**config.mk**
```make
export PLATFORM = sky130hd
export DESIGN_NAME = fir_lowpass_18_tap_unit
export DESIGN_NICKNAME = d
export VERILOG_FILES = /design/src/hdl/fir18_pkg.sv /design/src/hdl/fir_lowpass_18_tap_unit.sv /design/src/hdl/fir18_cell.sv /design/src/hdl/fir18_out.sv
export SDC_FILE = /design/constraint.sdc
export NUM_CORES = 2
export LEC_CHECK = 0
export ABC_AREA = 1
export ABC_CLOCK_PERIOD_IN_PS = 8400
export BUFFER_PORTS_ARGS = -buffer_cell sky130_fd_sc_hd__buf_2
export CAP_MARGIN = 20
export CORE_AREA = 4 4 469 471
export CTS_CLUSTER_SIZE = 20
export DETAILED_ROUTE_END_ITERATION = 16
export DIE_AREA = 0 0 473 475
export GPL_ROUTABILITY_DRIVEN = 0
export PLACE_DENSITY = 0.55
export SLEW_MARGIN = 20
export SYNTH_ARGS = -nofsm -noshare
export SYNTH_HDL_FRONTEND = slang
export SYNTH_SLANG_ARGS = --single-unit
```
**constraint.sdc**
```tcl
create_clock -name clk -period 8.4 [get_ports clk]
set_clock_uncertainty 0.05 [all_clocks]
set_input_delay 0.42 -clock clk [delete_from_list [all_inputs] [get_ports clk]]
set_output_delay 0.42 -clock clk [all_outputs]
set_load 0.005 [all_outputs]
```
**src/hdl/fir18_pkg.sv**
```systemverilog
// fir18_pkg: widths and fixed q15 coefficients of the 18-tap low-pass filter
// no dependencies; imported by every module of the filter
package fir18_pkg;

  localparam int TAPS     = 18;
  localparam int SAMPLE_W = 16;
  localparam int COEF_W   = 14;
  localparam int PROD_W   = SAMPLE_W + COEF_W;
  localparam int ACC_W    = 32;
  localparam int FRAC_W   = 15;

  typedef logic signed [SAMPLE_W-1:0] sample_t;
  typedef logic signed [COEF_W-1:0]   coef_t;
  typedef logic signed [PROD_W-1:0]   prod_t;
  typedef logic signed [ACC_W-1:0]    acc_t;

  // coefficient k applies to x[n-k]
  localparam coef_t COEFS [TAPS] = '{
    coef_t'(-2033), coef_t'(-212), coef_t'(219),  coef_t'(944),  coef_t'(1889),
    coef_t'(2932),  coef_t'(3915), coef_t'(4681), coef_t'(5099), coef_t'(5099),
    coef_t'(4681),  coef_t'(3915), coef_t'(2932), coef_t'(1889), coef_t'(944),
    coef_t'(219),   coef_t'(-212), coef_t'(-2033)
  };

endpackage

```
**src/hdl/fir_lowpass_18_tap_unit.sv**
```systemverilog
// fir_lowpass_18_tap_unit: 18-tap symmetric q15 low-pass fir, transposed form
// depends on fir18_pkg, fir18_cell, fir18_out
//
// usage:
//   input channel in_valid/in_ready/in_sample_in carries one signed 16-bit
//   sample per item; output channel out_valid/out_ready/out_sample_out carries
//   one filtered sample per input item, rounded half to even and wrapped.
//   latency: the result of an item is valid in the cycle after it is accepted.
//   throughput: one item per clock unless the output register is stalled; each of
//   the 17 cells does one multiply and add on the broadcast sample and hands its
//   partial sum to its neighbor. the chain of cells advances only when an item is accepted.
//   reset (rst_n low, synchronous) clears all partial sums, which equals an
//   all-zero history, and empties the output register.
//   stall: the output register holds its item while out_ready is low;
//   in_ready is high whenever that register is empty or being drained,
//   so a new item is taken in the same cycle the old result leaves.
module fir_lowpass_18_tap_unit
  import fir18_pkg::*;
(
  input  logic    clk,
  input  logic    rst_n,
  input  logic    in_valid,
  output logic    in_ready,
  input  sample_t in_sample_in,
  output logic    out_valid,
  input  logic    out_ready,
  output sample_t out_sample_out
);

  logic in_accept;
  acc_t sum_w [1:TAPS];

  assign in_ready   = !out_valid || out_ready;
  assign in_accept  = in_valid && in_ready;
  assign sum_w[TAPS] = '0;

  for (genvar k = 1; k < TAPS; k++) begin : g_cell
    fir18_cell u_cell (
      .clk    (clk),
      .rst_n  (rst_n),
      .en     (in_accept),
      .x      (in_sample_in),
      .coef   (COEFS[k]),
      .sum_in (sum_w[k+1]),
      .sum_r  (sum_w[k])
    );
  end

  fir18_out u_out (
    .clk         (clk),
    .rst_n       (rst_n),
    .en          (in_accept),
    .out_ready   (out_ready),
    .x           (in_sample_in),
    .coef        (COEFS[0]),
    .sum_in      (sum_w[1]),
    .out_valid_r (out_valid),
    .sample_r    (out_sample_out)
  );

  a_ready_when_empty: assert property (@(posedge clk) disable iff (!rst_n)
    !out_valid |-> in_ready)
    else $error("in_ready low with empty output register");

  a_accept_gives_result: assert property (@(posedge clk) disable iff (!rst_n)
    in_accept |=> out_valid)
    else $error("accepted item produced no result");

  a_stall_holds_result: assert property (@(posedge clk) disable iff (!rst_n)
    out_valid && !out_ready |=> out_valid && $stable(out_sample_out))
    else $error("result changed while stalled");

  a_chain_holds: assert property (@(posedge clk) disable iff (!rst_n)
    !in_accept |=> $stable(sum_w[1]) && $stable(sum_w[TAPS-1]))
    else $error("cell chain moved without an accepted item");

endmodule

```
**src/hdl/fir18_cell.sv**
```systemverilog
// fir18_cell: one transposed-form tap, holds a partial sum and passes it on
// depends on fir18_pkg
module fir18_cell
  import fir18_pkg::*;
(
  input  logic    clk,
  input  logic    rst_n,
  input  logic    en,
  input  sample_t x,
  input  coef_t   coef,
  input  acc_t    sum_in,
  output acc_t    sum_r
);

  prod_t prod;
  acc_t  sum_nxt;

  assign prod    = PROD_W'(coef) * PROD_W'(x);
  assign sum_nxt = ACC_W'(prod) + sum_in;

  always_ff @(posedge clk) begin
    if (!rst_n) begin
      sum_r <= '0;
    end else if (en) begin
      sum_r <= sum_nxt;
    end
  end

endmodule

```
**src/hdl/fir18_out.sv**
```systemverilog
// fir18_out: head tap, round half to even from q15, output register
// depends on fir18_pkg
module fir18_out
  import fir18_pkg::*;
(
  input  logic    clk,
  input  logic    rst_n,
  input  logic    en,
  input  logic    out_ready,
  input  sample_t x,
  input  coef_t   coef,
  input  acc_t    sum_in,
  output logic    out_valid_r,
  output sample_t sample_r
);

  localparam logic [FRAC_W-1:0] HALF = FRAC_W'(1) << (FRAC_W - 1);

  prod_t             prod;
  acc_t              acc;
  logic [FRAC_W-1:0] frac;
  logic              up;
  sample_t           sample_nxt;
  logic              out_valid_nxt;

  assign prod       = PROD_W'(coef) * PROD_W'(x);
  assign acc        = ACC_W'(prod) + sum_in;
  assign frac       = acc[FRAC_W-1:0];
  assign up         = (frac > HALF) || ((frac == HALF) && acc[FRAC_W]);
  assign sample_nxt = acc[FRAC_W+SAMPLE_W-1:FRAC_W] + SAMPLE_W'(up);

  always_comb begin
    out_valid_nxt = out_valid_r;
    if (en) begin
      out_valid_nxt = 1'b1;
    end else if (out_ready) begin
      out_valid_nxt = 1'b0;
    end
  end

  always_ff @(posedge clk) begin
    if (!rst_n) begin
      out_valid_r <= 1'b0;
    end else begin
      out_valid_r <= out_valid_nxt;
    end
  end

  always_ff @(posedge clk) begin
    if (en) begin
      sample_r <= sample_nxt;
    end
  end

endmodule

```
==> impl_metrics.env <==
export IMPL_setup_viol=0
export IMPL_crit_arrival_ns=7.57
export IMPL_wire_per_inst_um=20.95
export IMPL_die_y_um=475
export IMPL_netlist_cell_type_count=50
export IMPL_yosysSeqAreaShare_pct=14.54
export IMPL_crit_type="in -> reg"
export IMPL_fin_crit_ns=7.188
export IMPL_grt_pass1_vias=72344
export IMPL_synth_top_area_share_pct=16.69
export IMPL_synth_area_leader_cell="ha_1"
export IMPL_synth_most_common_cell="nand2_1"
export IMPL_syn_nets=12676
export IMPL_routed_wl_um=294900
export IMPL_ant_nets=0
export IMPL_path_buf_inv=6
export IMPL_layout_nets=12710
export IMPL_ys_warn_count=0
export IMPL_synth_ff_type="dfxtp_1"
export IMPL_maxCapViolCount=0
export IMPL_drt_pass1_iterations=8
export IMPL_initial_core_util_pct=34.79
export IMPL_ios=38
export IMPL_crit_cells=31
export IMPL_rows=171
export IMPL_synthArstFlopShare_pct=0
export IMPL_drcViolationCount=0
export IMPL_avgSynthCellArea_um2=6.749
export IMPL_grt_pass1_wl_um=443700
export IMPL_post_dp_hpwl_um=248100
export IMPL_cp_common_cell="nand2_1"
export IMPL_fin_crit_sh_pct=85.57
export IMPL_fin_util_pct=37.66
export IMPL_htreeDepth=3
export IMPL_grt_overflow=0
export IMPL_grt_max_degree=179
export IMPL_cpLargestDelayFamily="adder cells"
export IMPL_cp_max_fo=9
export IMPL_clkSinkCount=538
export IMPL_drive_gt1_share_pct=2.869
export IMPL_antenna_found_initial=4
export IMPL_hp_start="out_ready"
export IMPL_clk_latency_ns=0.71
export IMPL_worst_setup_path_start_kind="input pin"
export IMPL_synth_seq_cells=538
export IMPL_synth_edf_count=16
export IMPL_setup_tns_ns=0
export IMPL_r2r_start="u_out.out_valid_r$_SDFFE_PN0P_"
export IMPL_drtIter0Drc=7140
export IMPL_tritoncts="done"
export IMPL_area_growth_pct=8.231
export IMPL_num_vias=76009
export IMPL_cts_buffers=67
export IMPL_crit_path_top_delay_cell="fa_1"
export IMPL_dieArea_um2=224700
export IMPL_clk_pin_slew_worst_paths_ns=0.06
export IMPL_root_buffer="clkbuf_16"
export IMPL_io_buffers=37
export IMPL_clockBufferDepth=3
export IMPL_tightestPinTransition_ns=1.157
export IMPL_hold_class="in -> reg"
export IMPL_synthCells=11140
export IMPL_synth_top_cells_by_count="nand2_1 (2370), inv_1 (1800), a21oi_1 (1326), ha_1 (1003), nor2_1 (935)"
export IMPL_fin_hold_ws_ns=0.1923
export IMPL_status="finished clean"
export IMPL_cp_required_ns=8.79
export IMPL_netlist_area_um2=75190
export IMPL_drv_slew=0
export IMPL_end_kind="flip-flop"
export IMPL_via_per_inst=5.398
export IMPL_regArea_um2=10930
export IMPL_startpoint="in_sample_in[3]"
export IMPL_hold_viol_final=0
export IMPL_grt_usage_pct=25.61
export IMPL_rr_worst_depth=9
export IMPL_multiInputGateArea_um2=56810
export IMPL_rsz0062_at_grt="false"
export IMPL_slew_headroom_pct=22.85
export IMPL_cts_setup_buffers=0
export IMPL_coreArea_um2=216100
export IMPL_synth_top_cells_by_area="ha_1 (17%), dfxtp_1 (14%), fa_1 (14%)"
export IMPL_instances_no_fill=14080
export IMPL_whs_path_depth=4
export IMPL_fmax_ghz=0.1391
export IMPL_die_x_um=473
export IMPL_dp_cells=13958
export IMPL_cpPeakStageDelay_ns=0.49
export IMPL_fillers=23163
metal layers:
metal / global-route usage (%) / wire, um
met1: 34.40 / 129300
met2: 40.70 / 129100
met3: 3.960 / 21580
met4: 11.13 / 14930
met5: 0 / 0
path summary, 6_finish.rpt:
path                                               to  slack (ns)
max                       u_out.sample_r[9]$_DFFE_PP_        1.21
min                    u_out.out_valid_r$_SDFFE_PN0P_        0.19
max reg2reg    g_cell[6].u_cell.sum_r[8]$_SDFFE_PN0P_        4.62
min reg2reg  g_cell[16].u_cell.sum_r[28]$_SDFFE_PN0P_        0.42
placed cells by master (no fill, tap or decap), types with 7 or more instances in the layout:
cell	n
nand4_1	141
nand3b_1	49
buf_2	35
nand2_2	10
fa_1	513
clkinv_4	8
clkinv_2	10
dfxtp_1	522
inv_6	8
a211oi_1	10
o221ai_1	40
a21oi_1	1326
clkbuf_8	10
nand2_1	2369
nand3_1	528
nor4_1	31
a21boi_0	25
a31oi_1	34
clkbuf_16	68
xor2_1	191
inv_1	1799
clkinvlp_4	7
nor2_1	935
nor3_1	160
buf_4	102
o211ai_1	79
or2_2	30
ha_1	1002
o21a_1	28
xnor2_1	126
edfxtp_1	16
o21bai_1	43
o21ai_0	812
nor2_2	8
and3_1	8
a21o_1	76
what timing repair did:
item | CTS | global route
hold buffers | 1 | 0
hold endpoints to repair | 1 | 0
resized for setup | 0 | 0
per-stage QoR:
stage / worst slack, ns / instance area (um2)
6_report: 1.212 / 81380
5_1_grt: 0.7654 / 81380
4_1_cts: 1.400 / 81370
3_5_place_dp: 0.6787 / 79130
3_3_place_gp: 0.7527 / 79130
2_1_floorplan: 0.7687 / 75190
cells by family (layout without fill, tap and decap cells):
| family | count (synthesis) | count (layout) | synth area share [%] |
|---|---|---|---|
| AO/OA/AOI/OAI | 2499 | 2499 | 17.86 |
| XOR/XNOR | 317 | 317 | 3.693 |
| adder cells (fa/ha/maj) | 1516 | 1516 | 30.35 |
| buffers and inverters | 1982 | 2067 | 9.918 |
| flip-flops | 538 | 538 | 14.54 |
| other | 0 | 1 | 0 |
| AND/OR/NAND/NOR | 4288 | 4288 | 23.64 |
worst reg2reg max path, cell delays in order (launching register included):
cell and delay, ns:
dfxtp_1 0.32, nand2_1 0.21, nand2_4 0.34, buf_4 0.59, buf_4 0.78, buf_12 0.54, a21oi_1 0.43, o21ai_0 0.22
o211ai_1 0.15, inv_1 0.09
state kept, by name (all words and copies together) (netlist names):
signal,cells
g_cell.u_cell.sum_r,521
u_out.sample_r,16
u_out.out_valid_r,1
layout make-up:
cell class	instances	area share, %
timing repair buffer	143	1.281
clock inverter	38	0.4659
multi-input combinational	8620	69.81
inverter	1804	8.340
clock buffer	82	2.279
sequential	538	13.43
antenna	1	0.003075
tap	2854	4.388
Power is left out: the tool's default activity adds up to more than one toggle a clock period on the data nets, which glitch-free logic cannot reach.
